**config.mk**
```make
export PLATFORM = sky130hd
export DESIGN_NAME = periodic_priority_task_scheduler
export DESIGN_NICKNAME = d
export VERILOG_FILES = /design/src/rtl/core/ppts_pkg.sv /design/src/rtl/core/periodic_priority_task_scheduler.sv /design/src/rtl/core/ppts_dpath.sv /design/src/rtl/core/ppts_ctrl.sv
export SDC_FILE = /design/constraint.sdc
export NUM_CORES = 2
export LEC_CHECK = 0
export BUFFER_PORTS_ARGS = -buffer_cell sky130_fd_sc_hd__buf_2
export CAP_MARGIN = 20
export CORE_UTILIZATION = 39
export DETAILED_ROUTE_END_ITERATION = 16
export PLACE_DENSITY = 0.6
export SLEW_MARGIN = 20
export SYNTH_ARGS = -nofsm -noshare
export SYNTH_HDL_FRONTEND = slang
export SYNTH_SLANG_ARGS = --single-unit
```
**constraint.sdc**
```tcl
create_clock -name clk_i -period 7.2 [get_ports clk_i]
set_clock_uncertainty 0.05 [all_clocks]
set_input_delay 0.72 -clock clk_i [delete_from_list [all_inputs] [get_ports clk_i]]
set_output_delay 0.72 -clock clk_i [all_outputs]
set_load 0.005 [all_outputs]
```
**src/rtl/core/ppts_pkg.sv**
```systemverilog
// ----------------------------------------------------------------------------
// ppts_pkg
// Shared types and constants of the periodic priority task scheduler: command
// codes, slot table entry layout, datapath operations and status group.
// ----------------------------------------------------------------------------
package ppts_pkg;

  localparam int DEF_MAX_SLOTS = 16;

  // width of the slot count register, the current task and the main loop code
  localparam int CNT_W = 5;

  localparam logic [CNT_W-1:0] SLOTS_RESET = 5'd16;
  localparam logic             MUTEX_RESET = 1'b1;

  localparam logic CFG_SLOTS = 1'b0;
  localparam logic CFG_MUTEX = 1'b1;

  localparam logic [2:0] CMD_TICK     = 3'd0;
  localparam logic [2:0] CMD_ADD_TASK = 3'd1;
  localparam logic [2:0] CMD_ADD_MUTEX = 3'd2;
  localparam logic [2:0] CMD_ENABLE   = 3'd3;
  localparam logic [2:0] CMD_ACQUIRE  = 3'd4;
  localparam logic [2:0] CMD_RELEASE  = 3'd5;
  localparam logic [2:0] CMD_FINISH   = 3'd6;

  typedef enum logic [1:0] {
    USE_FREE  = 2'd0,
    USE_TASK  = 2'd1,
    USE_MUTEX = 2'd2
  } usage_e;

  typedef struct packed {
    usage_e      usage;
    logic [31:0] countdown;
    logic [15:0] period;
    logic        enabled;
    logic        running;
    logic [3:0]  prio;
  } entry_t;

  typedef enum logic [3:0] {
    OP_NONE,
    OP_LOAD,
    OP_SCAN,
    OP_PICK_RD,
    OP_PICK_WR,
    OP_SLOT_RD,
    OP_SLOT_WR,
    OP_CUR_RD,
    OP_CUR_WR,
    OP_RESULT
  } dp_op_e;

  typedef struct packed {
    logic [2:0]       cmd;
    logic             slot_ok;
    logic             cur_ok;
    logic             acq_go;
    logic             out_free;
    logic [CNT_W-1:0] n_eff;
  } dp_sts_t;

endpackage

```
**src/rtl/core/periodic_priority_task_scheduler.sv**
```systemverilog
// ----------------------------------------------------------------------------
// periodic_priority_task_scheduler
// Fixed-priority periodic task scheduler with priority ceiling mutexes.
//
// Input channel (in_valid_i / in_stall_o) carries one command beat: tick, add
// task, add mutex, enable task, acquire, release or task finished. Every beat
// yields exactly one result beat on the output channel (out_valid_o /
// out_stall_i): accepted flag, running task, main loop flag, fresh start.
// Commands are processed one at a time. A tick walks the effective slots of
// the table one slot per cycle through the single table read port. The next
// beat is taken as soon as the previous one is finished, while its result may
// still sit in the output register.
// If the receiver stalls, the result is held in the output register; a second
// finished result waits in the sequencer, and in_stall_o stays high.
// Reset frees all slots, selects the main loop, sets the slot count to 16 and
// enables mutexes. Configuration is written through cfg_we_i / cfg_idx_i /
// cfg_wdata_i while the block is idle, which the user must ensure.
// ----------------------------------------------------------------------------
module periodic_priority_task_scheduler import ppts_pkg::*; #(
  parameter int MAX_SLOTS = DEF_MAX_SLOTS
) (
  input  logic             clk_i,
  input  logic             rst_ni,
  input  logic             in_valid_i,
  output logic             in_stall_o,
  input  logic [2:0]       cmd_i,
  input  logic [3:0]       slot_i,
  input  logic [15:0]      task_period_i,
  input  logic             enable_flag_i,
  input  logic [15:0]      elapsed_i,
  output logic             out_valid_o,
  input  logic             out_stall_i,
  output logic             accepted_o,
  output logic [CNT_W-1:0] running_task_o,
  output logic             main_loop_o,
  output logic             fresh_start_o,
  input  logic             cfg_we_i,
  input  logic             cfg_idx_i,
  input  logic [CNT_W-1:0] cfg_wdata_i
);

  localparam int SLOT_W = $clog2(MAX_SLOTS);

  dp_op_e            op;
  dp_sts_t           sts;
  logic [SLOT_W-1:0] idx;

  ppts_ctrl #(
    .MAX_SLOTS (MAX_SLOTS),
    .SLOT_W    (SLOT_W)
  ) u_ctrl (
    .clk_i      (clk_i),
    .rst_ni     (rst_ni),
    .in_valid_i (in_valid_i),
    .in_stall_o (in_stall_o),
    .sts_i      (sts),
    .op_o       (op),
    .idx_o      (idx)
  );

  ppts_dpath #(
    .MAX_SLOTS (MAX_SLOTS),
    .SLOT_W    (SLOT_W)
  ) u_dpath (
    .clk_i          (clk_i),
    .rst_ni         (rst_ni),
    .op_i           (op),
    .idx_i          (idx),
    .sts_o          (sts),
    .cmd_i          (cmd_i),
    .slot_i         (slot_i),
    .task_period_i  (task_period_i),
    .enable_flag_i  (enable_flag_i),
    .elapsed_i      (elapsed_i),
    .cfg_we_i       (cfg_we_i),
    .cfg_idx_i      (cfg_idx_i),
    .cfg_wdata_i    (cfg_wdata_i),
    .out_valid_o    (out_valid_o),
    .out_stall_i    (out_stall_i),
    .accepted_o     (accepted_o),
    .running_task_o (running_task_o),
    .main_loop_o    (main_loop_o),
    .fresh_start_o  (fresh_start_o)
  );

endmodule

```
**src/rtl/core/ppts_dpath.sv**
```systemverilog
// ----------------------------------------------------------------------------
// ppts_dpath
// Slot table memory, configuration registers, current task, scan best-pick
// tracking and the output register of the scheduler.
// ----------------------------------------------------------------------------
module ppts_dpath import ppts_pkg::*; #(
  parameter int MAX_SLOTS = DEF_MAX_SLOTS,
  parameter int SLOT_W    = $clog2(MAX_SLOTS)
) (
  input  logic              clk_i,
  input  logic              rst_ni,
  input  dp_op_e            op_i,
  input  logic [SLOT_W-1:0] idx_i,
  output dp_sts_t           sts_o,
  input  logic [2:0]        cmd_i,
  input  logic [3:0]        slot_i,
  input  logic [15:0]       task_period_i,
  input  logic              enable_flag_i,
  input  logic [15:0]       elapsed_i,
  input  logic              cfg_we_i,
  input  logic              cfg_idx_i,
  input  logic [CNT_W-1:0]  cfg_wdata_i,
  output logic              out_valid_o,
  input  logic              out_stall_i,
  output logic              accepted_o,
  output logic [CNT_W-1:0]  running_task_o,
  output logic              main_loop_o,
  output logic              fresh_start_o
);

  logic [CNT_W-1:0]  slots_q;
  logic              mutex_q;
  logic [2:0]        cmd_q;
  logic [3:0]        slot_q;
  logic [15:0]       period_q;
  logic              en_q;
  logic [15:0]       elapsed_q;
  logic [CNT_W-1:0]  current_q;

  entry_t            mem [MAX_SLOTS];
  logic [MAX_SLOTS-1:0] vld_q;
  entry_t            rdata_q;
  logic              rvld_q;
  entry_t            rentry;

  logic [SLOT_W-1:0] raddr;
  logic [SLOT_W-1:0] waddr;
  logic              we;
  entry_t            wentry;

  logic [SLOT_W-1:0] best_q;
  logic [CNT_W-1:0]  best_prio_q;
  logic              best_found_q;
  logic              proc_q;
  logic [SLOT_W-1:0] proc_addr_q;
  logic              acc_q;
  logic              fresh_q;

  logic              out_valid_q;
  logic              out_acc_q;
  logic [CNT_W-1:0]  out_rt_q;
  logic              out_ml_q;
  logic              out_fresh_q;

  logic [CNT_W-1:0]  n_eff;
  logic              slot_ok;
  logic              cur_ok;
  logic              main_loop;
  logic [SLOT_W-1:0] slot_idx;
  logic [SLOT_W-1:0] cur_idx;
  logic [32:0]       sub;
  logic [31:0]       cd_sub;
  logic [32:0]       add;
  logic [31:0]       cd_add;
  logic              cand;

  always_comb begin
    if (slots_q == '0) begin
      n_eff = CNT_W'(1);
    end else if (32'(slots_q) > MAX_SLOTS) begin
      n_eff = CNT_W'(MAX_SLOTS);
    end else begin
      n_eff = slots_q;
    end
  end

  assign slot_ok   = {1'b0, slot_q} < n_eff;
  assign cur_ok    = current_q < n_eff;
  assign main_loop = !cur_ok;
  assign slot_idx  = SLOT_W'(slot_q);
  assign cur_idx   = SLOT_W'(current_q);
  assign rentry    = rvld_q ? rdata_q : entry_t'('0);

  assign sub    = {rentry.countdown[31], rentry.countdown} - {17'd0, elapsed_q};
  assign cd_sub = (sub[32] != sub[31]) ? 32'h8000_0000 : sub[31:0];
  assign add    = {rentry.countdown[31], rentry.countdown} + {17'd0, rentry.period};
  assign cd_add = (add[32] != add[31]) ? 32'h7FFF_FFFF : add[31:0];

  assign cand = proc_q && (rentry.usage == USE_TASK) && rentry.enabled &&
                (cd_sub[31] || (cd_sub == '0)) && ({1'b0, rentry.prio} < best_prio_q);

  assign sts_o.cmd      = cmd_q;
  assign sts_o.slot_ok  = slot_ok;
  assign sts_o.cur_ok   = cur_ok;
  assign sts_o.acq_go   = (rentry.usage == USE_MUTEX) && mutex_q && cur_ok;
  assign sts_o.out_free = !out_valid_q || !out_stall_i;
  assign sts_o.n_eff    = n_eff;

  always_comb begin
    raddr  = idx_i;
    we     = 1'b0;
    waddr  = slot_idx;
    wentry = rentry;
    if (proc_q && (rentry.usage == USE_TASK)) begin
      we               = 1'b1;
      waddr            = proc_addr_q;
      wentry.countdown = cd_sub;
    end
    unique case (op_i)
      OP_PICK_RD: raddr = best_q;
      OP_SLOT_RD: raddr = slot_idx;
      OP_CUR_RD:  raddr = cur_idx;
      OP_PICK_WR: begin
        if (best_found_q) begin
          we               = 1'b1;
          waddr            = best_q;
          wentry.countdown = cd_add;
          wentry.running   = 1'b1;
        end
      end
      OP_SLOT_WR: begin
        unique case (cmd_q)
          CMD_ADD_TASK: begin
            we               = 1'b1;
            wentry.usage     = USE_TASK;
            wentry.countdown = {16'd0, period_q};
            wentry.period    = period_q;
            wentry.enabled   = 1'b1;
            wentry.running   = 1'b0;
            wentry.prio      = slot_q;
          end
          CMD_ADD_MUTEX: begin
            we           = 1'b1;
            wentry.usage = USE_MUTEX;
          end
          CMD_ENABLE: begin
            we             = (rentry.usage == USE_TASK);
            wentry.enabled = en_q;
          end
          default: ;
        endcase
      end
      OP_CUR_WR: begin
        we    = 1'b1;
        waddr = cur_idx;
        unique case (cmd_q)
          CMD_ACQUIRE: wentry.prio    = slot_q;
          CMD_RELEASE: wentry.prio    = 4'(current_q);
          CMD_FINISH:  wentry.running = 1'b0;
          default:     we             = 1'b0;
        endcase
      end
      default: ;
    endcase
  end

  always_ff @(posedge clk_i) begin
    if (we) begin
      mem[waddr] <= wentry;
    end
    rdata_q <= mem[raddr];
    rvld_q  <= vld_q[raddr];
  end

  always_ff @(posedge clk_i or negedge rst_ni) begin
    if (!rst_ni) begin
      slots_q     <= SLOTS_RESET;
      mutex_q     <= MUTEX_RESET;
      vld_q       <= '0;
      current_q   <= SLOTS_RESET;
      out_valid_q <= 1'b0;
      proc_q      <= 1'b0;
    end else begin
      if (cfg_we_i) begin
        unique case (cfg_idx_i)
          CFG_SLOTS: slots_q <= cfg_wdata_i;
          CFG_MUTEX: mutex_q <= cfg_wdata_i[0];
          default: ;
        endcase
      end
      if (we) begin
        vld_q[waddr] <= 1'b1;
      end
      if (op_i == OP_PICK_WR) begin
        current_q <= best_found_q ? CNT_W'(best_q) : n_eff;
      end
      proc_q <= (op_i == OP_SCAN);
      if (op_i == OP_RESULT) begin
        out_valid_q <= 1'b1;
      end else if (!out_stall_i) begin
        out_valid_q <= 1'b0;
      end
    end
  end

  always_ff @(posedge clk_i) begin
    proc_addr_q <= idx_i;
    if (cand) begin
      best_q       <= proc_addr_q;
      best_prio_q  <= {1'b0, rentry.prio};
      best_found_q <= 1'b1;
    end
    unique case (op_i)
      OP_LOAD: begin
        cmd_q        <= cmd_i;
        slot_q       <= slot_i;
        period_q     <= task_period_i;
        en_q         <= enable_flag_i;
        elapsed_q    <= elapsed_i;
        acc_q        <= 1'b0;
        fresh_q      <= 1'b0;
        best_prio_q  <= n_eff;
        best_found_q <= 1'b0;
      end
      OP_PICK_WR: begin
        acc_q   <= 1'b1;
        fresh_q <= best_found_q && !rentry.running;
      end
      OP_SLOT_WR: begin
        if ((cmd_q == CMD_ADD_TASK) || (cmd_q == CMD_ADD_MUTEX) ||
            ((cmd_q == CMD_ENABLE) && (rentry.usage == USE_TASK))) begin
          acc_q <= 1'b1;
        end
      end
      OP_CUR_WR: acc_q <= 1'b1;
      OP_RESULT: begin
        out_acc_q   <= acc_q;
        out_rt_q    <= main_loop ? n_eff : current_q;
        out_ml_q    <= main_loop;
        out_fresh_q <= fresh_q;
      end
      default: ;
    endcase
  end

  assign out_valid_o    = out_valid_q;
  assign accepted_o     = out_acc_q;
  assign running_task_o = out_rt_q;
  assign main_loop_o    = out_ml_q;
  assign fresh_start_o  = out_fresh_q;

endmodule

```
**src/rtl/core/ppts_ctrl.sv**
```systemverilog
// ----------------------------------------------------------------------------
// ppts_ctrl
// Command sequencer of the scheduler: decodes each beat, walks the slot table
// on a tick and orders the table reads and writes of the other commands.
// ----------------------------------------------------------------------------
module ppts_ctrl import ppts_pkg::*; #(
  parameter int MAX_SLOTS = DEF_MAX_SLOTS,
  parameter int SLOT_W    = $clog2(MAX_SLOTS)
) (
  input  logic              clk_i,
  input  logic              rst_ni,
  input  logic              in_valid_i,
  output logic              in_stall_o,
  input  dp_sts_t           sts_i,
  output dp_op_e            op_o,
  output logic [SLOT_W-1:0] idx_o
);

  typedef enum logic [3:0] {
    ST_IDLE,
    ST_DECODE,
    ST_SCAN,
    ST_SCAN_END,
    ST_PICK_RD,
    ST_PICK_WR,
    ST_SLOT_RD,
    ST_SLOT_WR,
    ST_CUR_RD,
    ST_CUR_WR,
    ST_DONE
  } state_e;

  state_e            state_q;
  logic [SLOT_W-1:0] idx_q;
  logic              scan_last;

  assign in_stall_o = (state_q != ST_IDLE);
  assign idx_o      = idx_q;
  assign scan_last  = (CNT_W'(idx_q) == (sts_i.n_eff - CNT_W'(1)));

  always_comb begin
    unique case (state_q)
      ST_IDLE:     op_o = in_valid_i ? OP_LOAD : OP_NONE;
      ST_SCAN:     op_o = OP_SCAN;
      ST_PICK_RD:  op_o = OP_PICK_RD;
      ST_PICK_WR:  op_o = OP_PICK_WR;
      ST_SLOT_RD:  op_o = OP_SLOT_RD;
      ST_SLOT_WR:  op_o = OP_SLOT_WR;
      ST_CUR_RD:   op_o = OP_CUR_RD;
      ST_CUR_WR:   op_o = OP_CUR_WR;
      ST_DONE:     op_o = sts_i.out_free ? OP_RESULT : OP_NONE;
      default:     op_o = OP_NONE;
    endcase
  end

  always_ff @(posedge clk_i or negedge rst_ni) begin
    if (!rst_ni) begin
      state_q <= ST_IDLE;
      idx_q   <= '0;
    end else begin
      unique case (state_q)
        ST_IDLE: begin
          if (in_valid_i) begin
            state_q <= ST_DECODE;
          end
        end
        ST_DECODE: begin
          idx_q <= '0;
          unique case (sts_i.cmd)
            CMD_TICK: state_q <= ST_SCAN;
            CMD_ADD_TASK, CMD_ADD_MUTEX, CMD_ENABLE, CMD_ACQUIRE:
              state_q <= sts_i.slot_ok ? ST_SLOT_RD : ST_DONE;
            CMD_RELEASE, CMD_FINISH:
              state_q <= sts_i.cur_ok ? ST_CUR_RD : ST_DONE;
            default: state_q <= ST_DONE;
          endcase
        end
        ST_SCAN: begin
          if (scan_last) begin
            state_q <= ST_SCAN_END;
          end else begin
            idx_q <= idx_q + SLOT_W'(1);
          end
        end
        ST_SCAN_END: state_q <= ST_PICK_RD;
        ST_PICK_RD:  state_q <= ST_PICK_WR;
        ST_PICK_WR:  state_q <= ST_DONE;
        ST_SLOT_RD:  state_q <= ST_SLOT_WR;
        ST_SLOT_WR: begin
          if ((sts_i.cmd == CMD_ACQUIRE) && sts_i.acq_go) begin
            state_q <= ST_CUR_RD;
          end else begin
            state_q <= ST_DONE;
          end
        end
        ST_CUR_RD:   state_q <= ST_CUR_WR;
        ST_CUR_WR:   state_q <= ST_DONE;
        ST_DONE: begin
          if (sts_i.out_free) begin
            state_q <= ST_IDLE;
          end
        end
        default: state_q <= ST_IDLE;
      endcase
    end
  end

endmodule
```
# [After elaboration in Yosys (flattened, before gate mapping)]
# Memory sizes are Yosys's and may differ from the RTL's. A register that Yosys moved wholly into a read port is not among the register bits.
# Cells that the tools add are included.
[totals] word_cells=168 regBits=102 latchBits=0 output_inout_bits=10 rom_bits=0 ramBits=896 memories=1 in_bits=51
[mem_list] memory="u_dpath.mem" depth=16 width=56 rd=1 rd_ports_with_merged_regs=1 write_ports=1 line_no="ppts_dpath.sv:40" text="entry_t mem [MAX_SLOTS];"
[op_classes] n_shift=0 div=0 addsub=4 n_reduce_logical=38 mul=0 eq_ne=36 n_lt_le_gt_ge=7 n_mux=56 n_bitwise=2
[ops] op="two-way mux 32 bit" n=4
[ops] op="case mux 32 bit (2 select lines)" n=1
[ops] op="two-way mux 56 bit" n=1
[ops] op="two-way mux 48 bit" n=1
[ops] op="case mux 4 bit (10 select lines)" n=1
[ops] op="case mux 4 bit (9 select lines)" n=1
[ops] op="two-way mux 5 bit" n=7
[ops] op="adder 32 x 17 -> 33 bit" n=1
[ops] op="subtractor 32 x 17 -> 33 bit" n=1
[ops] op="equality test 4 x 3 -> 1 bit, second input constant" n=8
[ops] op="zero test 32 bit" n=1
[ops] op="two-way mux 4 bit" n=8
[ops] op="case mux 4 bit (2 select lines)" n=4
[ops] op="case mux 4 bit (3 select lines)" n=2
[ops] op="equality test 4 bit, second input constant" n=5
[ops] op="two-way mux 17 bit" n=1
[ops] op="equality test 4 x 2 -> 1 bit, second input constant" n=4
[ops] op="bitwise OR 16 bit" n=1
[ops] op="two-way mux 1 bit" n=13
[ops] op="logical AND 1 bit" n=10
[ops] op="less-than comparator 4 x 5 -> 1 bit" n=2
[ops] op="less-than comparator 4 x 5 -> 1 bit, second input constant" n=2
[ops] op="equality test 3 bit, second input constant" n=3
[ops] op="case mux 1 bit (3 select lines)" n=3
[ops] op="other kinds (33)" n=58

# [Logic depth before layout (Yosys ltp)]
[depth] depth_word=11 depth_mapped=27 mapped_depth_nobuf=18

# [Modules after synthesis]
# From an unflattened synthesis, not the netlist that was laid out.
[unflattened] hier_cells=3568 hier_area_um2=45282.2
[by_module_without_submodules] mod="ppts_dpath" cells_each=3483 seq_area_each_um2=30648.1 area_each_um2=44582.8 n_inst=1
[by_module_without_submodules] mod="ppts_ctrl" cells_each=85 seq_area_each_um2=200.2 area_each_um2=699.4 n_inst=1

# [Worst setup path after synthesis]
# Ideal clock, no wire load.
[synth_timing] path_kind="reg2reg" startpoint="register u_dpath.rvld_q" endpoint="memory u_dpath.mem[0][36] (netlist bit), data pin" arrival_time_ns=5.611 required_ns=6.790 path_slack_ns=1.179 path_stages_with_launch=26 synth_period_minus_slack_ns=6.021 path_cell_list="dfxtp_1 > buf_2 > clkbuf_1 > buf_2 > clkbuf_1 > clkbuf_1 > clkbuf_1 > clkbuf_1 > nand2_1 > inv_1 > ha_1 > a21o_1 > maj3_1 > a21boi_1 > o41ai_2 > a41oi_1 > nor4_1 > and3_1 > xor2_1 > and2_1 > ha_1 > clkbuf_1 > or4_1 > o211ai_1 > a211o_1 > o211ai_1"
[synth_lines] item="start, declared" line_no="ppts_dpath.sv:43" text="logic rvld_q;"
[synth_lines] item="start signal, assigned" line_no="ppts_dpath.sv:172" text="rvld_q <= vld_q[raddr];"
[synth_lines] item="end, declared" line_no="ppts_dpath.sv:40"

==> metrics <==
Synth Net Count=3668; Placed Cells=4981; post_cts resized=0; worst path cell trace=and2_1 -> ha_1 -> a21o_1 -> maj3_1 -> a21boi_1 -> o41ai_2 -> a41oi_1 -> nor4_1 -> and3_1 -> xor2_1 -> and2_1 -> ha_1 -> buf_4 -> or4_1 -> o211ai_1 -> a211o_1 -> o211ai_1; status=completed; final cell count without fillers=5190; diodes inserted=0; H-tree levels=3; Max Root-Sink Buffers=3; final-report hold violation count=0; final instance area=0.05147 mm2; Avg Inst Size Synth=between 10 and 15 um2; largest net degree at the start of global routing=between 150 and 200; top_reg_cell synth=edfxtp_1; WHS=0.09719 ns; vias in the first global route=27870; dpl ws=1.185 ns; drt wl/cell=approximately 24 um; port bufs=60; Synth Warn #=0; Worst Path Required=7.41 ns; worst hold-check path type=input port to asynchronous set/reset pin; Final period util=84.82%; grt ovf=0; Post-DP Area=0.04755 mm2; routed wire length=124.6 mm; multi-input logic area=0.01348 mm2; worst r2r src=u_dpath.rvld_q$_DFF_P_; vias=29520; postcts setup bufs=0; Setup Crit Path Kind=register to register; Placer Congestion=~0.95; Pwr Total=23.51 mW; Worst Tran Pin Value=1.130 ns; Mapped Cells=3571; Starting Density=about 39%; # DRC=0; register area=approximately 0.03 mm2; TritonCTS Sinks=1054; Slew Limit Fails=0; drt pass-1 iters=7; Die ar.=0.1176 mm2; Clock transition at path regs=roughly 0.060 ns; post-route worst setup slack=1.093 ns; Worst IR Drop VDD=a little under 0.4 mV; I/O pin total=61; min cycle time layout=6.107 ns; library cells used by synthesis=82; Post-synth EDFFs=between 900 and 1000; area leader, netlist=edfxtp_1; Initial DRC Count=2800; final setup violating endpoints=0; hpwl dp=between 70 and 80 mm; GRT Overall Usage=20.81%; Die Wd=about 340 um; Area Overhead vs Synth=13.58%; Max Freq=163.7 MHz; Crit-path slowest cell=o41ai_2; RSZ-0062 raised after global routing=no; Worst setup EP type=register; Layout fillers=10290; power per cell area=456.7 mW/mm2; vias per cell=5.688; first-pass GRT wire length=183.6 mm; CTS Buf Count=107; startpoint types=register; Seq cells post-synth=1054; post-layout util=44.83%; antenna violations before repair=2; maximum fanout along the worst path=37; P_leak=17.50 nW; Routed Antenna Nets=0; Core Rows=124; CTS tree=yes; WP data arrival=6.32 ns; max-cap violation count=0; Worst slew margin=24.34%; fraction of registers with async set/reset=3.510%; Skew-Pair Late Insertion Delay=0.72 ns; Chip Height=342.9 um; TNS Setup=0 ns; Syn Std Cell Area=0.04532 mm2; cell types occupying the most area after synthesis=edfxtp_1 63%, nand2_1 5.0%, a211oi_1 4.9%, and2_1 3.4%, dfxtp_1 2.7%; Seq/Total Area, Yosys=68.07%; max incr delay on CP=0.73 ns; layout cell share with drive strength beyond 1=11.20%; post-synth top area share=63.28%; Crit. Startpoint=u_dpath.rvld_q$_DFF_P_; hold_buf cts=0; Nets=3680; core box area=0.1148 mm2; Root Buffer=clkbuf_16
## report_power, final
part	switching [mW]	total, mW	internal (mW)
clock	2.41	5.99	3.58
sequential	0.395	8.30	7.91
combinational	6.32	9.22	2.90
total	9.12	23.5	14.4
## registers in the layout (all words and copies together) (netlist names), 3 cells and up
| name | flops |
|---|---|
| u_dpath.mem | 896 |
| u_dpath.rdata_q | 56 |
| u_dpath.elapsed_q | 16 |
| u_dpath.period_q | 16 |
| u_dpath.vld_q | 16 |
| u_dpath.best_prio_q | 5 |
| u_dpath.current_q | 5 |
| u_dpath.running_task_o | 5 |
| u_dpath.slots_q | 5 |
| u_ctrl.idx_o | 4 |
| u_ctrl.state_q | 4 |
| u_dpath.best_q | 4 |
| u_dpath.proc_addr_q | 4 |
| u_dpath.slot_idx | 4 |
| u_dpath.cmd_q | 3 |
## worst max-delay path: cells and delay by family (launching register included)
kind / cells / cell delay [ns]
buffers and inverters: 1 / 0.30
AOI/OAI and AO/OA: 7 / 2.04
DFF: 1 / 0.61
adders and majority gates: 3 / 0.98
xor gates and xnor gates: 1 / 0.06
and+or+nand+nor: 5 / 1.58
## synth_stat cells, types with 29 or more instances
| master | count |
|---|---|
| a211oi_1 | 293 |
| a21oi_1 | 183 |
| a311oi_1 | 116 |
| a31oi_1 | 127 |
| and2_1 | 243 |
| buf_2 | 33 |
| clkbuf_1 | 211 |
| dfrtp_1 | 34 |
| dfxtp_1 | 62 |
| edfxtp_1 | 955 |
| ha_1 | 44 |
| inv_1 | 42 |
| nand2_1 | 600 |
| nor2_1 | 85 |
| nor3_1 | 34 |
| o211ai_1 | 29 |
| o21ai_0 | 87 |
| xnor2_1 | 29 |
## cell usage in the layout, fill, tap and decap left out, drive strengths merged, types with 8 or more instances in the layout
master	count
a211oi	293
a21o	18
a21oi	183
a22oi	9
a311oi	116
a31oi	127
and2	260
and3	8
buf	159
bufinv	17
clkbuf	148
clkinv	32
dfrtp	34
dfxtp	62
edfxtp	955
ha	44
inv	48
mux2i	16
nand2	600
nand2b	20
nand3	22
nand4	13
nor2	85
nor2b	15
nor3	34
o211ai	29
o21a	22
o21ai	91
o41ai	10
or2	29
xnor2	29
xor2	15
## path summary, 6_finish.rpt
path | to | slack [ns] | depth (start not counted)
worst min register to register | u_dpath.accepted_o$_DFFE_PP_ | 0.37 | 0
worst max-delay path | u_dpath.mem[11][36]$_DFFE_PP_ | 1.09 | 17
worst max register to register | u_dpath.mem[11][36]$_DFFE_PP_ | 1.09 | 17
max in group asynchronous | u_dpath.current_q[0]$_DFFE_PN0P_ | 6.39 | 1
min in group clk_i | u_dpath.period_q[0]$_DFFE_PP_ | 0.12 | 1
worst min-delay path | u_dpath.vld_q[9]$_DFFE_PN0N_ | 0.1 | 1
## routing by layer
metal / track usage (%) / up-vias / part of all wire [%]
li1: - / 13640 / -
met1: 30.19 / 14820 / 47
met2: 32.88 / 913 / 46
met3: 2.903 / 152 / 5.7
met4: 5.194 / 0 / 1.8
met5: 0 / - / 0
## kinds of logic (layout without fill, tap and decap cells)
logic type | after synthesis | in the layout | share of synthesized area [%]
simple gates | 1125 | 1125 | 11.73
buf+inv | 303 | 410 | 2.601
mux | 23 | 23 | 0.5274
xor+xnor | 44 | 44 | 0.8504
flops | 1054 | 1054 | 68.07
fa+ha+maj | 50 | 50 | 1.392
compound gates | 972 | 972 | 14.82
## final cells by class
class                   instances  share of cell area, %
repair buffers                162                  2.382
inverters                      44                 0.3209
clock inverters                59                  1.607
well taps                    1512                  3.676
multi-input cells            2214                  26.20
flip-flops and latches       1054                  59.94
clock buffers                 145                  5.876
Note: power is estimated with default switching activity, not from simulation.
